===== config.mk =====
export PLATFORM = sky130hd
export DESIGN_NAME = hex_escape_to_utf8_encoder_unit_flat
export DESIGN_NICKNAME = d
export VERILOG_FILES = /design/src/hdl/hexu_pkg.sv /design/src/hdl/hexu_in_if.sv /design/src/hdl/hexu_out_if.sv /design/src/hdl/hexu_front.sv /design/src/hdl/hexu_queue.sv /design/src/hdl/hexu_back.sv /design/src/hdl/hex_escape_to_utf8_encoder_unit.sv /design/src/flat_wrapper.sv
export SDC_FILE = /design/constraint.sdc
export NUM_CORES = 1
export LEC_CHECK = 0
export ABC_AREA = 1
export BUFFER_PORTS_ARGS = -buffer_cell sky130_fd_sc_hd__buf_2
export CORE_ASPECT_RATIO = 0.5
export CORE_MARGIN = 1
export CORE_UTILIZATION = 55
export DETAILED_ROUTE_END_ITERATION = 7
export PLACE_DENSITY = 0.74
export SLEW_MARGIN = 10
export SYNTH_ARGS = -nofsm -noshare
export SYNTH_HDL_FRONTEND = slang
export SYNTH_SLANG_ARGS = --single-unit

===== constraint.sdc =====
create_clock -name clk_i -period 2.4 [get_ports clk_i]
set_clock_uncertainty 0.15 [all_clocks]
set_input_delay 0.36 -clock clk_i [delete_from_list [all_inputs] [get_ports clk_i]]
set_output_delay 0.36 -clock clk_i [all_outputs]
set_load 0.005 [all_outputs]

===== src/hdl/hexu_pkg.sv =====
// hexu_pkg: shared types, status codes and utf-8 byte helper for the hex escape encoder
// no dependencies
package hexu_pkg;

  typedef enum logic [1:0] {
    ST_OK       = 2'd0,
    ST_RANGE    = 2'd1,
    ST_BADHEX   = 2'd2,
    ST_BADCOUNT = 2'd3
  } status_e;

  localparam int CP_W     = 21;
  localparam int QDEPTH   = 2;
  localparam int QPTR_W   = $clog2(QDEPTH);
  localparam int QCNT_W   = $clog2(QDEPTH + 1);

  localparam logic [31:0]     CP_MAX   = 32'h0010_FFFF;
  localparam logic [CP_W-1:0] TOP1     = 21'h00007F;
  localparam logic [CP_W-1:0] TOP2     = 21'h0007FF;
  localparam logic [CP_W-1:0] TOP3     = 21'h00FFFF;
  localparam logic [7:0]      CONT_TAG = 8'h80;
  localparam logic [7:0]      LEAD2    = 8'hC0;
  localparam logic [7:0]      LEAD3    = 8'hE0;
  localparam logic [7:0]      LEAD4    = 8'hF0;

  // one decoded escape: code point, byte count minus one, status
  typedef struct packed {
    logic [CP_W-1:0] cp;
    logic [1:0]      nbm1;
    status_e         status;
  } job_t;

  function automatic logic [7:0] utf8_byte(input job_t job, input logic [1:0] idx);
    logic [1:0] rem;
    logic [7:0] b;
    rem = 2'(job.nbm1 - idx);
    b   = 8'h00;
    if (idx == 2'd0) begin
      unique case (job.nbm1)
        2'd0: b = {1'b0, job.cp[6:0]};
        2'd1: b = LEAD2 | {3'b000, job.cp[10:6]};
        2'd2: b = LEAD3 | {4'h0, job.cp[15:12]};
        2'd3: b = LEAD4 | {5'b00000, job.cp[20:18]};
        default: b = 8'h00;
      endcase
    end else begin
      unique case (rem)
        2'd0: b = CONT_TAG | {2'b00, job.cp[5:0]};
        2'd1: b = CONT_TAG | {2'b00, job.cp[11:6]};
        2'd2: b = CONT_TAG | {2'b00, job.cp[17:12]};
        default: b = CONT_TAG;
      endcase
    end
    return b;
  endfunction

endpackage


===== src/hdl/hexu_in_if.sv =====
// hexu_in_if: input channel carrying one hex character item
// no dependencies
interface hexu_in_if;
  logic       valid;
  logic       ready;
  logic [7:0] hex_char;
  logic       final_digit;

  modport source (output valid, output hex_char, output final_digit, input ready);
  modport sink   (input valid, input hex_char, input final_digit, output ready);
endinterface


===== src/hdl/hexu_out_if.sv =====
// hexu_out_if: output channel carrying one utf-8 byte item
// no dependencies
interface hexu_out_if;
  logic       valid;
  logic       ready;
  logic [7:0] out_byte;
  logic       end_of_run;
  logic [1:0] status;

  modport source (output valid, output out_byte, output end_of_run, output status,
                  input ready);
  modport sink   (input valid, input out_byte, input end_of_run, input status,
                  output ready);
endinterface


===== src/hdl/hexu_front.sv =====
// hexu_front: accumulates hex digits and classifies each finished escape into a job
// depends on hexu_pkg and hexu_in_if
module hexu_front
  import hexu_pkg::*;
#(
  parameter int MAX_DIGITS = 8
) (
  input  logic      clk_i,
  input  logic      rst_ni,
  hexu_in_if.sink   in_i,
  input  logic      full_i,
  output logic      push_o,
  output job_t      job_o
);

  localparam int ACC_W = 4 * MAX_DIGITS;

  logic [ACC_W-1:0] acc_q, acc_d, acc_nxt;
  logic [3:0]       cnt_q, cnt_d, cnt_nxt;
  logic             bad_q, bad_d, bad_nxt;
  logic [3:0]       nib;
  logic             is_hex;
  logic             accept;
  logic             count_ok;
  logic [31:0]      cp32;

  assign in_i.ready = !full_i;
  assign accept     = in_i.valid && in_i.ready;
  assign push_o     = accept && in_i.final_digit;

  always_comb begin
    nib    = 4'h0;
    is_hex = 1'b1;
    priority if (in_i.hex_char >= 8'h30 && in_i.hex_char <= 8'h39) begin
      nib = in_i.hex_char[3:0];
    end else if ((in_i.hex_char >= 8'h61 && in_i.hex_char <= 8'h66) ||
                 (in_i.hex_char >= 8'h41 && in_i.hex_char <= 8'h46)) begin
      nib = 4'(in_i.hex_char[3:0] + 4'd9);
    end else begin
      is_hex = 1'b0;
    end
  end

  assign acc_nxt  = {acc_q[ACC_W-5:0], nib};
  assign cnt_nxt  = (cnt_q == 4'hF) ? cnt_q : 4'(cnt_q + 4'd1);
  assign bad_nxt  = bad_q || !is_hex;
  assign cp32     = 32'(acc_nxt);
  assign count_ok = (cnt_nxt == 4'd4) || ((cnt_nxt == 4'd8) && (MAX_DIGITS >= 8));

  always_comb begin
    job_o.cp     = '0;
    job_o.nbm1   = 2'd0;
    job_o.status = ST_OK;
    priority if (!count_ok) begin
      job_o.status = ST_BADCOUNT;
    end else if (bad_nxt) begin
      job_o.status = ST_BADHEX;
    end else if (cp32 > CP_MAX) begin
      job_o.status = ST_RANGE;
    end else begin
      job_o.cp = cp32[CP_W-1:0];
      priority if (job_o.cp <= TOP1) begin
        job_o.nbm1 = 2'd0;
      end else if (job_o.cp <= TOP2) begin
        job_o.nbm1 = 2'd1;
      end else if (job_o.cp <= TOP3) begin
        job_o.nbm1 = 2'd2;
      end else begin
        job_o.nbm1 = 2'd3;
      end
    end
  end

  always_comb begin
    acc_d = acc_q;
    cnt_d = cnt_q;
    bad_d = bad_q;
    if (accept) begin
      if (in_i.final_digit) begin
        acc_d = '0;
        cnt_d = 4'd0;
        bad_d = 1'b0;
      end else begin
        acc_d = acc_nxt;
        cnt_d = cnt_nxt;
        bad_d = bad_nxt;
      end
    end
  end

  always_ff @(posedge clk_i or negedge rst_ni) begin
    if (!rst_ni) begin
      acc_q <= '0;
      cnt_q <= 4'd0;
      bad_q <= 1'b0;
    end else begin
      acc_q <= acc_d;
      cnt_q <= cnt_d;
      bad_q <= bad_d;
    end
  end

  a_clear_after_final: assert property (@(posedge clk_i) disable iff (!rst_ni)
    push_o |=> (cnt_q == 4'd0) && !bad_q && (acc_q == '0))
    else $error("front state not cleared after final character");

  a_ok_job_fits: assert property (@(posedge clk_i) disable iff (!rst_ni)
    (push_o && job_o.status != ST_OK) |-> (job_o.nbm1 == 2'd0) && (job_o.cp == '0))
    else $error("error job carries payload");

endmodule


===== src/hdl/hexu_queue.sv =====
// hexu_queue: two-entry job queue between the classifier and the byte emitter
// depends on hexu_pkg
module hexu_queue
  import hexu_pkg::*;
(
  input  logic clk_i,
  input  logic rst_ni,
  input  logic push_i,
  input  job_t job_i,
  output logic full_o,
  input  logic pop_i,
  output logic valid_o,
  output job_t job_o
);

  job_t              mem_q [QDEPTH];
  logic [QPTR_W-1:0] wr_q, wr_d, rd_q, rd_d;
  logic [QCNT_W-1:0] cnt_q, cnt_d;
  logic              do_push, do_pop;

  assign full_o  = (cnt_q == QCNT_W'(QDEPTH));
  assign valid_o = (cnt_q != '0);
  assign job_o   = mem_q[rd_q];
  assign do_push = push_i && !full_o;
  assign do_pop  = pop_i && valid_o;

  always_comb begin
    wr_d  = do_push ? QPTR_W'(wr_q + 1'b1) : wr_q;
    rd_d  = do_pop ? QPTR_W'(rd_q + 1'b1) : rd_q;
    cnt_d = cnt_q;
    if (do_push && !do_pop) begin
      cnt_d = QCNT_W'(cnt_q + 1'b1);
    end else if (!do_push && do_pop) begin
      cnt_d = QCNT_W'(cnt_q - 1'b1);
    end
  end

  always_ff @(posedge clk_i) begin
    if (do_push) begin
      mem_q[wr_q] <= job_i;
    end
  end

  always_ff @(posedge clk_i or negedge rst_ni) begin
    if (!rst_ni) begin
      wr_q  <= '0;
      rd_q  <= '0;
      cnt_q <= '0;
    end else begin
      wr_q  <= wr_d;
      rd_q  <= rd_d;
      cnt_q <= cnt_d;
    end
  end

  a_no_push_full: assert property (@(posedge clk_i) disable iff (!rst_ni)
    !(push_i && full_o))
    else $error("job pushed into full queue");

  a_count_bound: assert property (@(posedge clk_i) disable iff (!rst_ni)
    cnt_q <= QCNT_W'(QDEPTH))
    else $error("queue count beyond depth");

endmodule


===== src/hdl/hexu_back.sv =====
// hexu_back: emits the bytes of each queued job through a registered output stage
// depends on hexu_pkg and hexu_out_if
module hexu_back
  import hexu_pkg::*;
(
  input  logic       clk_i,
  input  logic       rst_ni,
  input  logic       valid_i,
  input  job_t       job_i,
  output logic       pop_o,
  hexu_out_if.source out_o
);

  logic       ovalid_q, ovalid_d;
  logic [7:0] obyte_q, obyte_d;
  logic       olast_q, olast_d;
  logic [1:0] ostat_q, ostat_d;
  logic [1:0] idx_q, idx_d;
  logic       load, emit, is_last;

  assign load    = !ovalid_q || out_o.ready;
  assign emit    = load && valid_i;
  assign is_last = (idx_q == job_i.nbm1);
  assign pop_o   = emit && is_last;

  always_comb begin
    ovalid_d = ovalid_q;
    obyte_d  = obyte_q;
    olast_d  = olast_q;
    ostat_d  = ostat_q;
    idx_d    = idx_q;
    if (load) begin
      ovalid_d = valid_i;
    end
    if (emit) begin
      obyte_d = utf8_byte(job_i, idx_q);
      olast_d = is_last;
      ostat_d = job_i.status;
      idx_d   = is_last ? 2'd0 : 2'(idx_q + 2'd1);
    end
  end

  always_ff @(posedge clk_i or negedge rst_ni) begin
    if (!rst_ni) begin
      ovalid_q <= 1'b0;
      idx_q    <= 2'd0;
    end else begin
      ovalid_q <= ovalid_d;
      idx_q    <= idx_d;
    end
  end

  always_ff @(posedge clk_i) begin
    obyte_q <= obyte_d;
    olast_q <= olast_d;
    ostat_q <= ostat_d;
  end

  assign out_o.valid      = ovalid_q;
  assign out_o.out_byte   = obyte_q;
  assign out_o.end_of_run = olast_q;
  assign out_o.status     = ostat_q;

  a_err_single: assert property (@(posedge clk_i) disable iff (!rst_ni)
    (out_o.valid && out_o.status != ST_OK) |-> out_o.end_of_run && (out_o.out_byte == 8'h00))
    else $error("error result not a single zero item");

  a_pop_marks_end: assert property (@(posedge clk_i) disable iff (!rst_ni)
    pop_o |=> out_o.valid && out_o.end_of_run)
    else $error("job retired without final byte");

endmodule


===== src/hdl/hex_escape_to_utf8_encoder_unit.sv =====
// hex_escape_to_utf8_encoder_unit: top level, hex escape text in, utf-8 bytes out
// depends on hexu_pkg, hexu_in_if, hexu_out_if, hexu_front, hexu_queue, hexu_back
//
//  port    dir  items                              payload
//  in_i    in   one ascii character of an escape   hex_char[7:0], final_digit
//  out_o   out  one utf-8 byte or one error item   out_byte[7:0], end_of_run, status[1:0]
//
// a character is taken every cycle while the two-entry job queue has room
// the final character is classified in its accept cycle; its job is written into the queue,
// its first byte then into the output register for out_o, and then one byte per cycle
// follows while out_o is ready (1 to 4 per escape); the byte emitter sets throughput
// out_o stalls hold the output register, fill the queue and then drop in_i.ready
// rst_ni clears the digit accumulator, queue pointers and output valid
module hex_escape_to_utf8_encoder_unit
  import hexu_pkg::*;
#(
  parameter int MAX_DIGITS = 8
) (
  input  logic       clk_i,
  input  logic       rst_ni,
  hexu_in_if.sink    in_i,
  hexu_out_if.source out_o
);

  logic push, full, pop, qvalid;
  job_t job_in, job_out;

  hexu_front #(
    .MAX_DIGITS(MAX_DIGITS)
  ) u_front (
    .clk_i (clk_i),
    .rst_ni(rst_ni),
    .in_i  (in_i),
    .full_i(full),
    .push_o(push),
    .job_o (job_in)
  );

  hexu_queue u_queue (
    .clk_i  (clk_i),
    .rst_ni (rst_ni),
    .push_i (push),
    .job_i  (job_in),
    .full_o (full),
    .pop_i  (pop),
    .valid_o(qvalid),
    .job_o  (job_out)
  );

  hexu_back u_back (
    .clk_i  (clk_i),
    .rst_ni (rst_ni),
    .valid_i(qvalid),
    .job_i  (job_out),
    .pop_o  (pop),
    .out_o  (out_o)
  );

endmodule

===== src/flat_wrapper.sv =====
// flat-port wrapper written by rule: the top's interface ports become plain ports
module hex_escape_to_utf8_encoder_unit_flat import hexu_pkg::*;
#(
  parameter int MAX_DIGITS = 8
)
  (clk_i, rst_ni, in_i_valid, in_i_hex_char, in_i_final_digit, in_i_ready, out_o_valid, out_o_out_byte, out_o_end_of_run, out_o_status, out_o_ready);
  hexu_in_if in_i_i ();
  hexu_out_if out_o_i ();
  input  logic clk_i;
  input  logic rst_ni;
  input wire logic [$bits(in_i_i.valid)-1:0] in_i_valid;
  input wire logic [$bits(in_i_i.hex_char)-1:0] in_i_hex_char;
  input wire logic [$bits(in_i_i.final_digit)-1:0] in_i_final_digit;
  output wire logic [$bits(in_i_i.ready)-1:0] in_i_ready;
  output wire logic [$bits(out_o_i.valid)-1:0] out_o_valid;
  output wire logic [$bits(out_o_i.out_byte)-1:0] out_o_out_byte;
  output wire logic [$bits(out_o_i.end_of_run)-1:0] out_o_end_of_run;
  output wire logic [$bits(out_o_i.status)-1:0] out_o_status;
  input wire logic [$bits(out_o_i.ready)-1:0] out_o_ready;
  assign in_i_i.valid = in_i_valid;
  assign in_i_i.hex_char = in_i_hex_char;
  assign in_i_i.final_digit = in_i_final_digit;
  assign in_i_ready = in_i_i.ready;
  assign out_o_valid = out_o_i.valid;
  assign out_o_out_byte = out_o_i.out_byte;
  assign out_o_end_of_run = out_o_i.end_of_run;
  assign out_o_status = out_o_i.status;
  assign out_o_i.ready = out_o_ready;
  hex_escape_to_utf8_encoder_unit #(.MAX_DIGITS(MAX_DIGITS)) u_core (.clk_i(clk_i), .rst_ni(rst_ni), .in_i(in_i_i), .out_o(out_o_i));
endmodule

==> impl_table.tex <==
\begin{tabular}{lr}
\hline
Metric & Value \\
\hline
\multicolumn{2}{l}{\textbf{Run status}} \\
\quad Run status & finished, violations left \\
\quad Failing checks & negative hold slack \\
\multicolumn{2}{l}{\textbf{Detailed routing}} \\
\quad Via count & 3,424 \\
\quad Average vias per placed instance & 5.38 \\
\quad Iteration-0 DRC count of the detailed router & 286 \\
\quad 1st-pass router iterations & 5 \\
\quad Routed WL & 9260 um \\
\quad Routed Antenna Nets & 0 \\
\quad Number of DRC violations after detailed routing & 0 \\
\quad Drt wl/cell & 14.5 um \\
\multicolumn{2}{l}{\textbf{Timing}} \\
\quad Final setup slack of the worst path & 0.144 ns \\
\quad Maximum achievable frequency & 443 MHz \\
\quad Fin. Hold Viols & 40 \\
\quad Actual slew at the worst max-slew pin & 0.872 ns \\
\quad RSZ-0062 raised after global routing & false \\
\quad Number of max-slew violations in the final report & 0 \\
\quad Setup-violating endpoint count in the final report & 0 \\
\quad Min cycle time layout & 2.26 ns \\
\quad Worst max-slew margin expressed relative to the limit & 41.8\% \\
\quad Fraction of the cycle the final worst path needs & 94.0\% \\
\quad Hold slack final & -0.0237 ns \\
\multicolumn{2}{l}{\textbf{Global routing}} \\
\quad First-pass GRT wire length & 15,000 um \\
\quad Met2 GRT Util & 33.8\% \\
\quad Overall track demand over capacity in global routing & 23.1\% \\
\quad Maximum number of pins on one net before global-route repair & 41 \\
\quad Initial antenna violation count & 1 \\
\quad Met1 layer usage reported by global route & 32.8\% \\
\quad Via count of the first global-routing pass & 2,961 \\
\quad GRT Max-Usage Layer & met2 \\
\quad Aggregate global routing overflow & 0 \\
\quad Met3 track utilization from global routing & 7.23\% \\
\multicolumn{2}{l}{\textbf{Logic synthesis}} \\
\quad Post-synthesis xor/xnor area fraction & 1.33\% \\
\quad Mux share of post-synthesis cell area & 0.217\% \\
\quad Simple-gate share of the synthesized area & 21.4\% \\
\quad Main combinational cell family by area after synthesis & simple AND/OR/NAND/NOR gates \\
\quad Number of flip-flops and latches in the synthesized netlist & 101 \\
\quad Mean Syn Cell Area & 9.47 um2 \\
\quad Sequential-to-total area share from yosys stat & 61.3\% \\
\quad Post-Synthesis Cell Area & 0.00462 mm2 \\
\quad Synth Instances & 488 \\
\quad Post-synthesis cell type count & 29 \\
\quad Number of warnings reported in the yosys synthesis log & 0 \\
\quad Nets in the synthesized netlist & 508 \\
\quad Post-synthesis compound-gate area fraction & 6.90\% \\
\quad Fraction of the mapped netlist area in adder cells & 1.89\% \\
\multicolumn{2}{l}{\textbf{Floorplan}} \\
\quad Core area & 0.00809 mm2 \\
\quad Floorplan row count & 23 \\
\quad Overall die height & 66.8 um \\
\quad Die width & 132 um \\
\quad Number of top-level design ports & 26 \\
\quad Effective utilization at floorplan & 57.2\% \\
\quad Total Die Area & 0.00880 mm2 \\
\multicolumn{2}{l}{\textbf{Hold path}} \\
\quad Hold crit path type & input port to async pin \\
\multicolumn{2}{l}{\textbf{Final layout}} \\
\quad Antenna diodes & 0 \\
\quad Non-filler instance count after layout & 637 \\
\quad Utilization after layout & 64.7\% \\
\quad NumNets Final & 540 \\
\quad Fill cell count & 668 \\
\quad Area delta synth->final & 13.1\% \\
\quad Share of final-layout standard cells stronger than drive strength 1 & 11.8\% \\
\multicolumn{2}{l}{\textbf{Clock network}} \\
\quad Number of buffers between clock root and the deepest sink & 2 \\
\quad CTS Buf Count & 9 \\
\quad H-tree levels & 3 \\
\quad Sink Count & 101 \\
\quad Clock tree from TritonCTS & built \\
\quad CTS root buffer & sky130\_fd\_sc\_hd\_\_clkbuf\_16 \\
\quad Clock latency on the worst-skew pair & 0.34 ns \\
\quad Clock-pin slew on the worst setup and hold paths & 0.07 ns \\
\multicolumn{2}{l}{\textbf{Setup path}} \\
\quad Cell type of the slowest stage on the worst timing path & sky130\_fd\_sc\_hd\_\_dfrtp\_1 \\
\quad Crit Path Category & flop to flop \\
\quad Kind of launch point of the worst setup path & flop \\
\quad Arrival time of data at the critical path endpoint & 2.34 ns \\
\quad Critical Path Max Stage Delay & 0.41 ns \\
\quad Gate family responsible for the most delay along the worst path & adder cells \\
\quad Critical Path, Cell by Cell & inv\_2, nand2\_1, nand2\_1, inv\_1, ha\_1, nand3\_1, inv\_1, nand2\_1, ha\_1, a21oi\_2, o21ai\_1, xnor2\_1 \\
\quad Crit path required time & 2.48 ns \\
\quad Sum of buffers and inverters on the critical path & 3 \\
\quad CP dominant cell by count & sky130\_fd\_sc\_hd\_\_nand2\_1 \\
\quad Endpoint kind of the worst setup timing path & flop \\
\quad Max Fanout on Critical Path & 4 \\
\multicolumn{2}{l}{\textbf{Place}} \\
\quad Buffers added on ports & 25 \\
\quad Routability congestion estimate & 0.878 \\
\quad Number of cells after detailed placement & 620 \\
\quad Half-perimeter wire length after detailed placement & 6350 um \\
\quad Worst slack after detailed placement & 0.112 ns \\
\multicolumn{2}{l}{\textbf{Job}} \\
\quad Max-cap violations & 0 \\
\multicolumn{2}{l}{\textbf{Power and ir drop}} \\
\quad Power per unit of standard cell area & 1120 mW/mm2 \\
\quad IR Drop Worst-Case VDD & 0.000549 V \\
\quad Total design power & 5.86 mW \\
\quad Leakage power & 2.32 nW \\
\hline
\end{tabular}
-- flip-flops by register name (all words and copies together) (netlist names) --
name,count
u_core.u_front.bad_q,1
u_core.u_queue.rd_q,1
u_core.u_back.out_o.valid,1
u_core.u_back.out_o.status,2
u_core.u_front.acc_q,28
u_core.u_queue.wr_q,1
u_core.u_back.out_o.end_of_run,1
u_core.u_queue.cnt_q,2
u_core.u_back.out_o.out_byte,8
u_core.u_back.idx_q,2
u_core.u_queue.mem_q,50
u_core.u_front.cnt_q,4
-- kinds of logic (layout without fill, tap and decap cells) --
group,after synthesis,after routing
AOI/OAI and AO/OA,54,54
xor gates and xnor gates,7,7
adders and majority gates,7,7
buffers and inverters,80,117
DFF,101,101
muxes,1,1
and+or+nand+nor,238,238
-- what timing repair did --
item,CTS,global route
setup endpoints to repair,0,1
hold buffers,0,0
buffers inserted,0,1
resized for setup,0,2
-- worst register-to-register path, cell delays in order, from the launching register on --
cell                      delay (ns)
sky130_fd_sc_hd__dfrtp_1        0.41
sky130_fd_sc_hd__inv_2          0.09
sky130_fd_sc_hd__nand2_1        0.05
sky130_fd_sc_hd__nand2_1        0.09
sky130_fd_sc_hd__inv_1          0.10
sky130_fd_sc_hd__ha_1           0.31
sky130_fd_sc_hd__nand3_1        0.11
sky130_fd_sc_hd__inv_1          0.10
sky130_fd_sc_hd__nand2_1        0.08
sky130_fd_sc_hd__ha_1           0.33
sky130_fd_sc_hd__a21oi_2        0.12
sky130_fd_sc_hd__o21ai_1        0.08
sky130_fd_sc_hd__xnor2_1        0.12
-- layout make-up --
cell class	instances	area [um2]	share of cell area [%]
repair buffers	36	233	4.45
multi-input cells	307	1480	28.2
flip-flops and latches	101	2830	54.2
inverters	65	244	4.67
clock inverters	5	60.1	1.15
clock buffers	11	243	4.64
well taps	112	140	2.68
-- metal layers --
| metal | vias up | part of all wire [%] |
|---|---|---|
| met1 | 1618 | 49 |
| met2 | 99 | 43 |
| met5 | - | 0.14 |
| li1 | 1685 | - |
| met4 | 2 | 1.5 |
| met3 | 20 | 6.5 |
-- cells in the mapped netlist (all sizes together) --
library cell  count  share of area (%)
mux2i             1               0.22
a21oi             7               0.76
nand4             7               0.95
inv              65                5.3
nand3b            1               0.16
nand2           139                 11
xnor2             2               0.38
edfxtp           61                 40
o21ai            13                1.4
nor3              3               0.43
nand3            45                4.9
o22ai            30                4.1
o211ai            2               0.32
a22o              1               0.19
dfrtp            40                 22
xor2              5               0.95
o21bai            1               0.16
clkbuf            8               0.65
buf               7                1.1
ha                7                1.9
nor2             43                3.6
-- final timing paths --
path,from,to,slack (ns),cells after the start
max,u_core.u_queue.rd_q,u_core.u_queue.cnt_q[1],0.14,12
min,rst_ni,u_core.u_front.acc_q[27],-0.02,1
max reg2reg,u_core.u_queue.rd_q,u_core.u_queue.cnt_q[1],0.14,12
min reg2reg,u_core.u_queue.cnt_q[1],u_core.u_queue.cnt_q[1],0.36,1
max in group asynchronous,rst_ni,u_core.u_front.acc_q[5],1.57,1
min in group clk_i,out_o_ready,u_core.u_back.out_o.valid,0.11,2
-- metrics by stage --
stage	setup TNS, ns	cell area [um2]
3_5_place_dp	0	4910
2_1_floorplan	-4.34	4620
6_report	0	5230
3_3_place_gp	0	4910
5_1_grt	0	5230
4_1_cts	0	5220
-- cell usage in the layout, fill, tap and decap left out, types with 3 or more instances in the layout --
| cell | n |
|---|---|
| sky130_fd_sc_hd__nor2_1 | 39 |
| sky130_fd_sc_hd__nand2_1 | 137 |
| sky130_fd_sc_hd__o22ai_1 | 30 |
| sky130_fd_sc_hd__xor2_1 | 5 |
| sky130_fd_sc_hd__ha_1 | 7 |
| sky130_fd_sc_hd__dfrtp_1 | 40 |
| sky130_fd_sc_hd__clkbuf_16 | 9 |
| sky130_fd_sc_hd__buf_2 | 25 |
| sky130_fd_sc_hd__a21oi_1 | 6 |
| sky130_fd_sc_hd__inv_1 | 62 |
| sky130_fd_sc_hd__o21ai_0 | 11 |
| sky130_fd_sc_hd__inv_2 | 3 |
| sky130_fd_sc_hd__nor2_2 | 4 |
| sky130_fd_sc_hd__edfxtp_1 | 61 |
| sky130_fd_sc_hd__buf_4 | 9 |
| sky130_fd_sc_hd__nand4_1 | 7 |
| sky130_fd_sc_hd__nand3_1 | 45 |
-- report_power, final --
group | leakage [nW] | internal, mW | switching (mW)
combinational | 1.07 | 0.690 | 1.38
sequential | 1.10 | 2.22 | 0.120
clock | 0.146 | 0.838 | 0.619
total | 2.32 | 3.75 | 2.11
No activity file was read; power rests on OpenSTA's default activity.
